<file path="src/rtl/core/mbe_pkg.sv">
// ============================================================================
// mbe_pkg : shared types and constants for the escape-time engine
// Configuration layout, register indexes and the queue word between the
// front and back ends.
// ============================================================================
package mbe_pkg;

    localparam int CoordW   = 32;           // Q3.28 coordinate
    localparam int StepW    = 31;           // unsigned Q3.28 step
    localparam int FracBits = 28;
    localparam int PixW     = 10;
    localparam int CountW   = 16;
    localparam int IdxW     = 3;
    localparam int DataW    = 32;
    localparam int ProdW    = 2 * CoordW;

    // |z|^2 > 4.0 in Q7.56
    localparam logic [ProdW-1:0] EscLimit = ProdW'(64'd4) << (2 * FracBits);

    typedef enum logic [IdxW-1:0] {
        REG_X_START         = 3'd0,
        REG_Y_START         = 3'd1,
        REG_X_STEP          = 3'd2,
        REG_Y_STEP          = 3'd3,
        REG_ITERATION_LIMIT = 3'd4
    } reg_index_t;

    typedef struct packed {
        logic [CoordW-1:0] x_start;
        logic [CoordW-1:0] y_start;
        logic [StepW-1:0]  x_step;
        logic [StepW-1:0]  y_step;
        logic [CountW-1:0] iteration_limit;
    } cfg_t;

    localparam logic [CoordW-1:0] XStartRst = 32'hE000_0000;
    localparam logic [CoordW-1:0] YStartRst = 32'hF000_0000;
    localparam logic [StepW-1:0]  XStepRst  = 31'd786432;
    localparam logic [StepW-1:0]  YStepRst  = 31'd524288;
    localparam logic [CountW-1:0] LimitRst  = 16'd1580;

    // one mapped pixel waiting for the iteration unit
    typedef struct packed {
        logic [PixW-1:0]          col;
        logic [PixW-1:0]          row;
        logic signed [CoordW-1:0] cr;
        logic signed [CoordW-1:0] ci;
    } point_t;

endpackage

</file>
<file path="src/rtl/core/mbe_queue.sv">
// ============================================================================
// mbe_queue : two-entry queue between front and back ends
// ============================================================================
module mbe_queue
(
    input  logic            clk,
    input  logic            rst_n,
    input  logic            in_valid,
    output logic            in_ready,
    input  mbe_pkg::point_t in_word,
    output logic            out_valid,
    input  logic            out_ready,
    output mbe_pkg::point_t out_word
);

    mbe_pkg::point_t  mem_reg [2];
    logic             wr_ptr_reg, wr_ptr_next;
    logic             rd_ptr_reg, rd_ptr_next;
    logic [1:0]       count_reg, count_next;
    logic             push, pop;

    assign in_ready  = (count_reg != 2'd2);
    assign out_valid = (count_reg != 2'd0);
    assign push      = in_valid && in_ready;
    assign pop       = out_valid && out_ready;
    assign out_word  = mem_reg[rd_ptr_reg];

    always_comb
    begin
        wr_ptr_next = push ? !wr_ptr_reg : wr_ptr_reg;
        rd_ptr_next = pop  ? !rd_ptr_reg : rd_ptr_reg;
        count_next  = count_reg;
        if (push && !pop)
        begin
            count_next = count_reg + 2'd1;
        end
        else if (pop && !push)
        begin
            count_next = count_reg - 2'd1;
        end
    end

    always_ff @(posedge clk or negedge rst_n)
    begin
        if (!rst_n)
        begin
            wr_ptr_reg <= 1'b0;
            rd_ptr_reg <= 1'b0;
            count_reg  <= 2'd0;
        end
        else
        begin
            wr_ptr_reg <= wr_ptr_next;
            rd_ptr_reg <= rd_ptr_next;
            count_reg  <= count_next;
        end
    end

    always_ff @(posedge clk)
    begin
        if (push)
        begin
            mem_reg[wr_ptr_reg] <= in_word;
        end
    end

endmodule

</file>
<file path="config.mk">
export PLATFORM = sky130hd
export DESIGN_NAME = mbe_queue
export DESIGN_NICKNAME = d
export VERILOG_FILES = /design/src/rtl/core/mbe_pkg.sv /design/src/rtl/core/mbe_queue.sv
export SDC_FILE = /design/constraint.sdc
export NUM_CORES = 1
export LEC_CHECK = 0
export BUFFER_PORTS_ARGS = -buffer_cell sky130_fd_sc_hd__buf_4
export CAP_MARGIN = 20
export CORE_UTILIZATION = 53
export CTS_BUF_LIST = sky130_fd_sc_hd__clkbuf_4
export DETAILED_ROUTE_END_ITERATION = 8
export GPL_TIMING_DRIVEN = 0
export PLACE_DENSITY = 0.79
export SLEW_MARGIN = 10
export SYNTH_ARGS = -nofsm -noshare
export SYNTH_HDL_FRONTEND = slang
export SYNTH_SLANG_ARGS = --single-unit
</file>
<file path="constraint.sdc">
create_clock -name clk -period 5.7 [get_ports clk]
set_input_delay 0 -clock clk [delete_from_list [all_inputs] [get_ports clk]]
set_output_delay 0 -clock clk [all_outputs]
set_load 0.02 [all_outputs]
</file>
==> metrics.txt <==
Diodes inserted 0; first-pass GRT wire length 20.34 mm; CTS Sinks around 170; post-synthesis async set-or-reset flop share between 2 and 2.5%; fin. max-slew vios 0; vias 3568; share of the synthesized area in the top cell type about four fifths; largest area contributor in the netlist edfxtp_1; EDFF count, synth 168; Post-DRT Antenna Nets 0; Max Freq 0.5220 GHz; delay of the slowest critical-path stage 400 ps; crit path time final 1916 ps; Gate Count Post-Synth 279; total wire length about 13 mm; Hold Vio Cnt, Final 0; Critical Path Fanout Max 10; dpl cells 599; routed vias/inst 4.969; data required time at the worst endpoint 5700 ps; # H-tree levels 4; Power Dens Cells 457.2 nW/um^2; CTS Buf Count 17; main area contributors after synthesis edfxtp_1, mux2_1, mux2_2, dfrtp_1, buf_6; # resized after CTS 0; Power Total 0.004106 W; Final setup violation count 0; Area growth, synth to finish 43.37%; flops & latches, synth 172; fin crit share 33.61%; max_cap viols 0; predominant post-synthesis flop cell edfxtp_1; die width 110.7 um; post-CTS setup buffer count 0; top post-synthesis cells by count edfxtp_1, mux2_1, mux2_2, buf_6, dfrtp_1; Lkg Pwr 3.421 nW; R2R Setup Slk ~3900 ps; Final Instance Count excl. Fillers 718; Nets 652; syn_nets 368; vias in the first global route 3927; worst rel slew slack a little under three fifths; status finished clean; RSZ-0062 raised after global routing no; hold crit path type in2reg; initial core utilization 54.62%; CTS Buffer Depth 2; CP Buf/Inv Count 3; Final GP Congestion 0.6815; root buf cell clkbuf_4; pin count of the biggest net entering global routing 52; GRT Util Overall between 20% and 30%; routed len/inst 18.03 um; Yosys cell types 16; Top Family by Delay on Critical Path buffers and inverters; Clock Latency Late Sink roughly 570 ps; IO buf count 173; first drt pass iteration count 4; top-count cell post-synth edfxtp_1; mean post-synth cell area 22.45 sq um; Core Rows 39; Post-Syn Area ~6300 sq um; DRT iter0 DRCs 210; Worst Setup End Kind output pin; Clk pin slew, worst setup/hold paths 150 ps; crit path cell chain buf_4 -> buf_6 -> mux2_1 -> buf_4; CP Class reg2out; most frequent cell on the critical path buf_4; Slowest cell on crit path dfrtp_1; total grt overflow 0; CTS tree done; Die ar. 12260 sq um; CTS Hold Bufs 88; Ys Warns 0; Arr. time, crit path 1920 ps; peak supply drop 0.3442 mV; Final Skew 31.29 ps; TNS Setup 0 ps; share of layout cells above drive strength 1 43.13%; Seq/Total Area, Yosys around 80%; Die Height 110.7 um; CORE AREA 11470 sq um; critical path launch point type register; post-DP HPWL 7.187 mm; number of antenna violations at the first check in global routing 0; Slew @ Worst Pin 634.6 ps; Largest register FFs 168; Top Ports ~170; Post-route DRC 0
==> cells in the final DEF, fill, tap and decap left out, drive strengths merged <==
cell type      n
clkinv        11
mux2          84
or2            1
xor2           2
inv            1
ha             1
nand2          2
clkbuf        18
and3           1
dlygate4sd3   88
nand2b         1
bufinv         2
dfrtp          4
xnor2          3
nor2           2
buf          186
edfxtp       168
==> report_power, final <==
part | internal, W | switching, W | total (W)
sequential | 0.00172 | 0.0000744 | 0.00180
combinational | 0.000760 | 0.000919 | 0.00168
clock | 0.000250 | 0.000379 | 0.000628
total | 0.00273 | 0.00137 | 0.00411
==> final timing paths <==
kind                         startpoint              to  cells past startpoint
max in group asynchronous         rst_n      rd_ptr_reg                      3
setup reg to reg           count_reg[0]  mem_reg[0][43]                      4
setup / recovery             rd_ptr_reg    out_word[44]                      4
hold reg to reg            count_reg[1]    count_reg[1]                      1
hold / removal              in_word[67]  mem_reg[0][67]                      2
min in group asynchronous         rst_n      wr_ptr_reg                      3
==> area by class of cell <==
cell class              count  area, sq um
clock inverters            13        107.6
multi-input cells          97         1049
flip-flops and latches    172         5145
repair buffers            265         2282
inverters                   1        3.754
plain buffers               9        78.83
clock buffers              18        135.1
fillers                   604         2487
well taps                 143        178.9
==> metal layers <==
layer / track usage [%] / vias up / wire length, um
met5: 0 / - / 0
met4: 10.49 / 0 / 289
met3: 6.725 / 24 / 733
met2: 38.67 / 144 / 6818
met1: 25.63 / 1724 / 5104
li1: - / 1676 / -
==> through the flow <==
stage | hold WS [ps] | cell area, sq um | worst slack (ps) | utilization (%)
3_3_place_gp | -203.1 | 7741 | -798.8 | 67.51
6_report | 147.4 | 8980 | 3784 | 78.31
4_1_cts | 108.3 | 8980 | 3733 | 78.31
5_1_grt | 109.1 | 8980 | 3646 | 78.31
3_5_place_dp | -199.4 | 7856 | 3875 | 68.51
2_1_floorplan | -295.6 | 6264 | 872.0 | -
==> cells by family after synthesis <==
| logic type | after synthesis | share of synthesized area, % |
|---|---|---|
| muxes | 84 | 15.10 |
| xor gates and xnor gates | 5 | 0.6993 |
| DFF | 172 | 82.14 |
| adders and majority gates | 1 | 0.1997 |
| and+or+nand+nor | 7 | 0.5396 |
| buffers and inverters | 10 | 1.318 |
Note: power is estimated with default switching activity, not from simulation.
