`src/rtl/core/mbe_pkg.sv`:
```
// ============================================================================
// mbe_pkg : shared types and constants for the escape-time engine
// Configuration layout, register indexes and the queue word between the
// front and back ends.
// ============================================================================
package mbe_pkg;

    localparam int CoordW   = 32;           // Q3.28 coordinate
    localparam int StepW    = 31;           // unsigned Q3.28 step
    localparam int FracBits = 28;
    localparam int PixW     = 10;
    localparam int CountW   = 16;
    localparam int IdxW     = 3;
    localparam int DataW    = 32;
    localparam int ProdW    = 2 * CoordW;

    // |z|^2 > 4.0 in Q7.56
    localparam logic [ProdW-1:0] EscLimit = ProdW'(64'd4) << (2 * FracBits);

    typedef enum logic [IdxW-1:0] {
        REG_X_START         = 3'd0,
        REG_Y_START         = 3'd1,
        REG_X_STEP          = 3'd2,
        REG_Y_STEP          = 3'd3,
        REG_ITERATION_LIMIT = 3'd4
    } reg_index_t;

    typedef struct packed {
        logic [CoordW-1:0] x_start;
        logic [CoordW-1:0] y_start;
        logic [StepW-1:0]  x_step;
        logic [StepW-1:0]  y_step;
        logic [CountW-1:0] iteration_limit;
    } cfg_t;

    localparam logic [CoordW-1:0] XStartRst = 32'hE000_0000;
    localparam logic [CoordW-1:0] YStartRst = 32'hF000_0000;
    localparam logic [StepW-1:0]  XStepRst  = 31'd786432;
    localparam logic [StepW-1:0]  YStepRst  = 31'd524288;
    localparam logic [CountW-1:0] LimitRst  = 16'd1580;

    // one mapped pixel waiting for the iteration unit
    typedef struct packed {
        logic [PixW-1:0]          col;
        logic [PixW-1:0]          row;
        logic signed [CoordW-1:0] cr;
        logic signed [CoordW-1:0] ci;
    } point_t;

endpackage

```
`src/rtl/core/mbe_if.sv`:
```
// ============================================================================
// mbe_if : pixel and result channels
// valid/ready channels; a word moves when both are high at a clock edge.
// ============================================================================
interface mbe_pix_if;
    logic                      valid;
    logic                      ready;
    logic [mbe_pkg::PixW-1:0]  pixel_col;
    logic [mbe_pkg::PixW-1:0]  pixel_row;

    modport source (output valid, output pixel_col, output pixel_row, input ready);
    modport sink   (input valid, input pixel_col, input pixel_row, output ready);
endinterface


```
`src/rtl/core/mbe_front.sv`:
```
// ============================================================================
// mbe_front : pixel to complex-plane mapping
// Two stages: (index+1)*step product, then add of the start coordinate.
// ============================================================================
module mbe_front
(
    input  logic               clk,
    input  logic               rst_n,
    input  mbe_pkg::cfg_t      cfg,
    mbe_pix_if.sink            pixel,
    output logic               q_valid,
    input  logic               q_ready,
    output mbe_pkg::point_t    q_word
);

    logic                          s1_valid_reg, s1_valid_next;
    logic                          s2_valid_reg, s2_valid_next;
    logic [mbe_pkg::PixW-1:0]      col1_reg, row1_reg;
    logic [mbe_pkg::CoordW-1:0]    xoff1_reg, yoff1_reg;
    mbe_pkg::point_t               s2_reg;

    logic                          s1_free, s2_free;
    logic [mbe_pkg::PixW:0]        col_inc, row_inc;
    logic [mbe_pkg::PixW+mbe_pkg::StepW-1:0] xprod, yprod;

    assign s2_free     = !s2_valid_reg || q_ready;
    assign s1_free     = !s1_valid_reg || s2_free;
    assign pixel.ready = s1_free;

    assign col_inc = {1'b0, pixel.pixel_col} + (mbe_pkg::PixW+1)'(1);
    assign row_inc = {1'b0, pixel.pixel_row} + (mbe_pkg::PixW+1)'(1);
    assign xprod   = (mbe_pkg::PixW+mbe_pkg::StepW)'(col_inc)
                   * (mbe_pkg::PixW+mbe_pkg::StepW)'(cfg.x_step);
    assign yprod   = (mbe_pkg::PixW+mbe_pkg::StepW)'(row_inc)
                   * (mbe_pkg::PixW+mbe_pkg::StepW)'(cfg.y_step);

    always_comb
    begin
        s1_valid_next = s1_valid_reg;
        s2_valid_next = s2_valid_reg;
        if (s1_free)
        begin
            s1_valid_next = pixel.valid;
        end
        if (s2_free)
        begin
            s2_valid_next = s1_valid_reg;
        end
    end

    always_ff @(posedge clk or negedge rst_n)
    begin
        if (!rst_n)
        begin
            s1_valid_reg <= 1'b0;
            s2_valid_reg <= 1'b0;
        end
        else
        begin
            s1_valid_reg <= s1_valid_next;
            s2_valid_reg <= s2_valid_next;
        end
    end

    // offsets wrap modulo 2^32 like the coordinate sum
    always_ff @(posedge clk)
    begin
        if (s1_free && pixel.valid)
        begin
            col1_reg  <= pixel.pixel_col;
            row1_reg  <= pixel.pixel_row;
            xoff1_reg <= xprod[mbe_pkg::CoordW-1:0];
            yoff1_reg <= yprod[mbe_pkg::CoordW-1:0];
        end
        if (s2_free && s1_valid_reg)
        begin
            s2_reg.col <= col1_reg;
            s2_reg.row <= row1_reg;
            s2_reg.cr  <= cfg.x_start + xoff1_reg;
            s2_reg.ci  <= cfg.y_start + yoff1_reg;
        end
    end

    assign q_valid = s2_valid_reg;
    assign q_word  = s2_reg;

endmodule

```
`src/flat_wrapper.sv`:
```
// flat-port wrapper written by rule: the top's interface ports become plain ports
module mbe_front_flat 
  (clk, rst_n, cfg, q_valid, q_ready, q_word, pixel_valid, pixel_pixel_col, pixel_pixel_row, pixel_ready);
  mbe_pix_if pixel_i ();
  input  logic clk;
  input  logic rst_n;
  input  mbe_pkg::cfg_t cfg;
  output logic q_valid;
  input  logic q_ready;
  output mbe_pkg::point_t q_word;
  input wire logic [$bits(pixel_i.valid)-1:0] pixel_valid;
  input wire logic [$bits(pixel_i.pixel_col)-1:0] pixel_pixel_col;
  input wire logic [$bits(pixel_i.pixel_row)-1:0] pixel_pixel_row;
  output wire logic [$bits(pixel_i.ready)-1:0] pixel_ready;
  assign pixel_i.valid = pixel_valid;
  assign pixel_i.pixel_col = pixel_pixel_col;
  assign pixel_i.pixel_row = pixel_pixel_row;
  assign pixel_ready = pixel_i.ready;
  mbe_front u_core (.clk(clk), .rst_n(rst_n), .cfg(cfg), .pixel(pixel_i), .q_valid(q_valid), .q_ready(q_ready), .q_word(q_word));
endmodule
```
`config.mk`:
```
export PLATFORM = sky130hd
export DESIGN_NAME = mbe_front_flat
export DESIGN_NICKNAME = d
export VERILOG_FILES = /design/src/rtl/core/mbe_pkg.sv /design/src/rtl/core/mbe_if.sv /design/src/rtl/core/mbe_front.sv /design/src/flat_wrapper.sv
export SDC_FILE = /design/constraint.sdc
export NUM_CORES = 2
export LEC_CHECK = 0
export ABC_AREA = 0
export BUFFER_PORTS_ARGS = -buffer_cell sky130_fd_sc_hd__buf_2
export CAP_MARGIN = 10
export CORE_ASPECT_RATIO = 2
export CORE_MARGIN = 2
export CORE_UTILIZATION = 39
export CTS_CLUSTER_DIAMETER = 50
export DETAILED_ROUTE_END_ITERATION = 16
export SLEW_MARGIN = 10
export SYNTH_ARGS = -nofsm -noshare
export SYNTH_HDL_FRONTEND = slang
export SYNTH_SLANG_ARGS = --single-unit
export TNS_END_PERCENT = 10
```
`constraint.sdc`:
```
create_clock -name clk -period 4.1 [get_ports clk]
set_clock_uncertainty 0.05 [all_clocks]
set_input_delay 0.82 -clock clk [delete_from_list [all_inputs] [get_ports clk]]
set_output_delay 0.82 -clock clk [all_outputs]
set_load 0.03 [all_outputs]
```
==> results.md <==
* Die width at 183.4 µm
* Synth Area in Adders at 43.16%
* Largest register FFs at 84
* Final worst-path cycle share at 149.5%
* Final wirelength at 75.90 mm
* Worst slew margin relative to its limit at 55.13%
* Multi-input gate area at 19,180 µm²
* Ys flop type: edfxtp_1
* H-tree depth at 4
* Pin count of the biggest net entering global routing at 46
* Post-Syn Area per Cell at 9.994 µm²
* Setup slack after layout at -2029 ps
* Seq. cell area at 5095 µm²
* Congestion Overflow GR at 0
* Slew @ Worst Pin at 673.0 ps
* Proportion of netlist area held by the largest area contributor at 35.09%
* # IOs at 252
* Total negative slack at -76,560 ps
* Layout cells sized above 1 at 26.48%
* Die area at 66,540 µm²
* Final max-slew violation count at 0
* Area after DPL at 30,050 µm²
* Gate Count Post-Synth at 2,512
* CP peak stage delay at 560 ps
* Post-route cell area at 31,880 µm²
* Post-Syn Nets at 3,280
* Xor and xnor area share after synthesis at 5.128%
* CTS buffer count at 17
* Worst vdd ir at 0.001046 V
* Drc violations at 0
* Largest family of logic cells by synthesized area: adder cells
* Synth top area cells: fa_1 (35%), edfxtp_1 (20%), ha_1 (8.1%)
* Average vias per placed instance at 5.127
* CP arrival at 6340 ps
* CP Class: input port to flip-flop
* Fin nets at 3,825
* Post-synthesis mux area share at 0.03987%
* DP Worst Slack at -2856 ps
* Wire length per cell at 19.59 µm
* Area leader, netlist: fa_1
* Core Region at 63,760 µm²
* Final Wtd Congestion at 0.9433
* Max_cap viols at 0
* WP data required at 4310 ps
* Via count at 19,870
* Register area share after synthesis at 20.29%
* Worst path cell trace: buf_2, and3_4, nand3_4, nor2_4, xor2_2, buf_12, buf_8, nand2_2, fa_1, inv_1, fa_1, fa_1, fa_1, fa_1, ha_4, a21oi_2, o21ai_1, a21o_1, a221o_1, a31o_2, a21oi_2, inv_1, a41o_1, xor2_1
* Mapped cell area at 25,110 µm²
* Endpoints failing setup at 53
* Fin. Hold Viols at 0
* Dpl hpwl at 63.92 mm
* Total track usage at 23.59%
* DRT iter0 DRCs at 637
* # clock sinks at 170
* Antenna viol nets, final at 0
* Post-synthesis compound-gate area fraction at 8.029%
* CP startpoint kind: input port
* First-pass GRT wire length at 117.3 mm
* CP max FO at 10
* Unrepaired setup endpoints after global routing: true
* Filler cells at 5,880
* Critical-path top delay cell: fa_1
* Clock slew at reported path FFs at 80 ps
* Buf/Inv on CP at 5
* Worst-Skew Late Latency at 500 ps
* Synth warn at 0
* Vias in the first global route at 22,630
* Total power at 31.14 mW
* Most used cell along the critical path: fa_1
* Post-Synth Simple-Gate Area at 16.22%
* Crit path capture type: flip-flop
* F_max at 0.1632 GHz
* Pwr/cell area at 976.7 nW/µm²
* Pleak at 14.58 nW
* Post-synth ARST share at 1.176%
* Die height at 362.8 µm
* Worst Hold Class: flip-flop to flip-flop
* Clock root cell: clkbuf_16
* Area growth syn-to-layout at 26.98%
* Yosys reg bits at 170
* Post-synth EDFFs at 168
* CTS tree: done
* Fin crit period at 6129 ps
* Failing checks: negative setup slack
* Delay-heaviest family, CP: adder cells
* PortBufs at 235
* Initial core utilization at 39.37%
* Util after Layout at 50.00%
* DRT Pass-1 Iters at 5
* Distinct cells, synth at 70
* Max Buffers Root-to-Sink at 2
* Initial antenna violation count at 11
* Row count at 131
* Status: finished with violations
-- where the power goes --
group          leakage [nW]  switching (mW)  internal (mW)
clock network         0.287           0.824          0.862
logic                  12.7            13.0           12.6
registers              1.63           0.201           3.61
-- cell families (layout without fill, tap and decap cells) --
group	after synthesis	count (layout)
simple gates	815	815
fa+ha+maj	602	602
mux	1	1
flops	170	170
buf+inv	477	1035
other cells	0	7
xor+xnor	147	147
compound gates	300	300
-- final timing paths --
check | start | to | slack (ps) | cells after the start
max in group asynchronous | rst_n | u_core.s1_valid_reg$_DFFE_PN0N_ | 3320 | 2
hold reg to reg | u_core.row1_reg[9]$_DFFE_PP_ | u_core.q_word[73]$_DFFE_PP_ | 370 | 0
setup reg to reg | u_core.xoff1_reg[0]$_DFFE_PP_ | u_core.q_word[62]$_DFFE_PP_ | 620 | 13
setup / recovery | pixel_pixel_row[4] | u_core.yoff1_reg[25]$_DFFE_PP_ | -2030 | 24
hold / removal | u_core.row1_reg[9]$_DFFE_PP_ | u_core.q_word[73]$_DFFE_PP_ | 370 | 0
min in group asynchronous | rst_n | u_core.q_valid$_DFFE_PN0P_ | 590 | 2
-- worst reg2reg max path: stages, from the launching register on --
cell	delay (ps)
edfxtp_1	380
ha_1	290
inv_1	110
fa_1	200
nor2b_1	70
o31ai_1	290
a2111oi_1	130
buf_4	170
o41a_1	400
o2bb2ai_1	170
a311o_1	390
a211oi_2	280
a22oi_1	160
xor2_1	160
-- synth_stat cells, drive strengths merged, types with 32 or more instances --
cell	number
nand2b	58
inv	376
xnor2	110
nand2	351
a21oi	86
ha	162
fa	440
xor2	37
a21o	52
and2	226
o21ai	52
nor2	57
nor2b	32
edfxtp	168
clkbuf	100
-- area by class of cell --
type,count,area share (%)
multi-input cells,1865,60.17
flip-flops and latches,170,15.98
repair buffers,627,14.41
inverters,376,4.427
well taps,798,3.132
clock buffers,17,1.334
clock inverters,15,0.4867
diodes,7,0.05495
-- placed cells by master, fill, tap and decap left out, types with 17 or more instances in the layout --
cell type / Yosys / layout
nand2b_1: 58 / 58
a21oi_2: 0 / 20
fa_1: 440 / 427
a21oi_1: 86 / 65
buf_2: 0 / 228
inv_1: 376 / 373
o21a_1: 20 / 20
a21o_1: 51 / 51
xor2_1: 37 / 32
and2_1: 226 / 213
buf_12: 0 / 23
ha_4: 0 / 22
edfxtp_1: 168 / 168
clkbuf_16: 0 / 18
nor3_1: 20 / 17
ha_1: 162 / 139
o21ai_0: 48 / 39
nor2b_1: 31 / 28
nand2_1: 351 / 342
xnor2_1: 110 / 101
buf_4: 0 / 345
nor2_1: 57 / 49
buf_6: 0 / 23
-- layer usage --
| metal | vias to the layer above | track usage, % | share of wire [%] |
|---|---|---|---|
| met4 | 4 | 19.61 | 9.1 |
| met1 | 9989 | 18.89 | 29 |
| met3 | 256 | 3.229 | 3.1 |
| li1 | 9065 | - | - |
| met2 | 554 | 48.14 | 59 |
| met5 | - | 0 | 0.034 |
-- timing repair --
action | in CTS | in global routing
resized for setup | 120 | 66
setup endpoints to repair | 54 | 54
hold buffers | 1 | 0
endpoints found under the hold margin | 2 | 0
buffers inserted | 22 | 23
pin swaps | 62 | 49
gates cloned | 3 | 1
-- per-stage QoR --
stage	std cells	hold slack (ps)
global route	3872	367.9
CTS	3845	366.2
detailed placement	3787	355.6
global placement	3787	351.7
finish	3875	367.0
floorplan	2512	350.3
(Power assumes the default switching activity.)
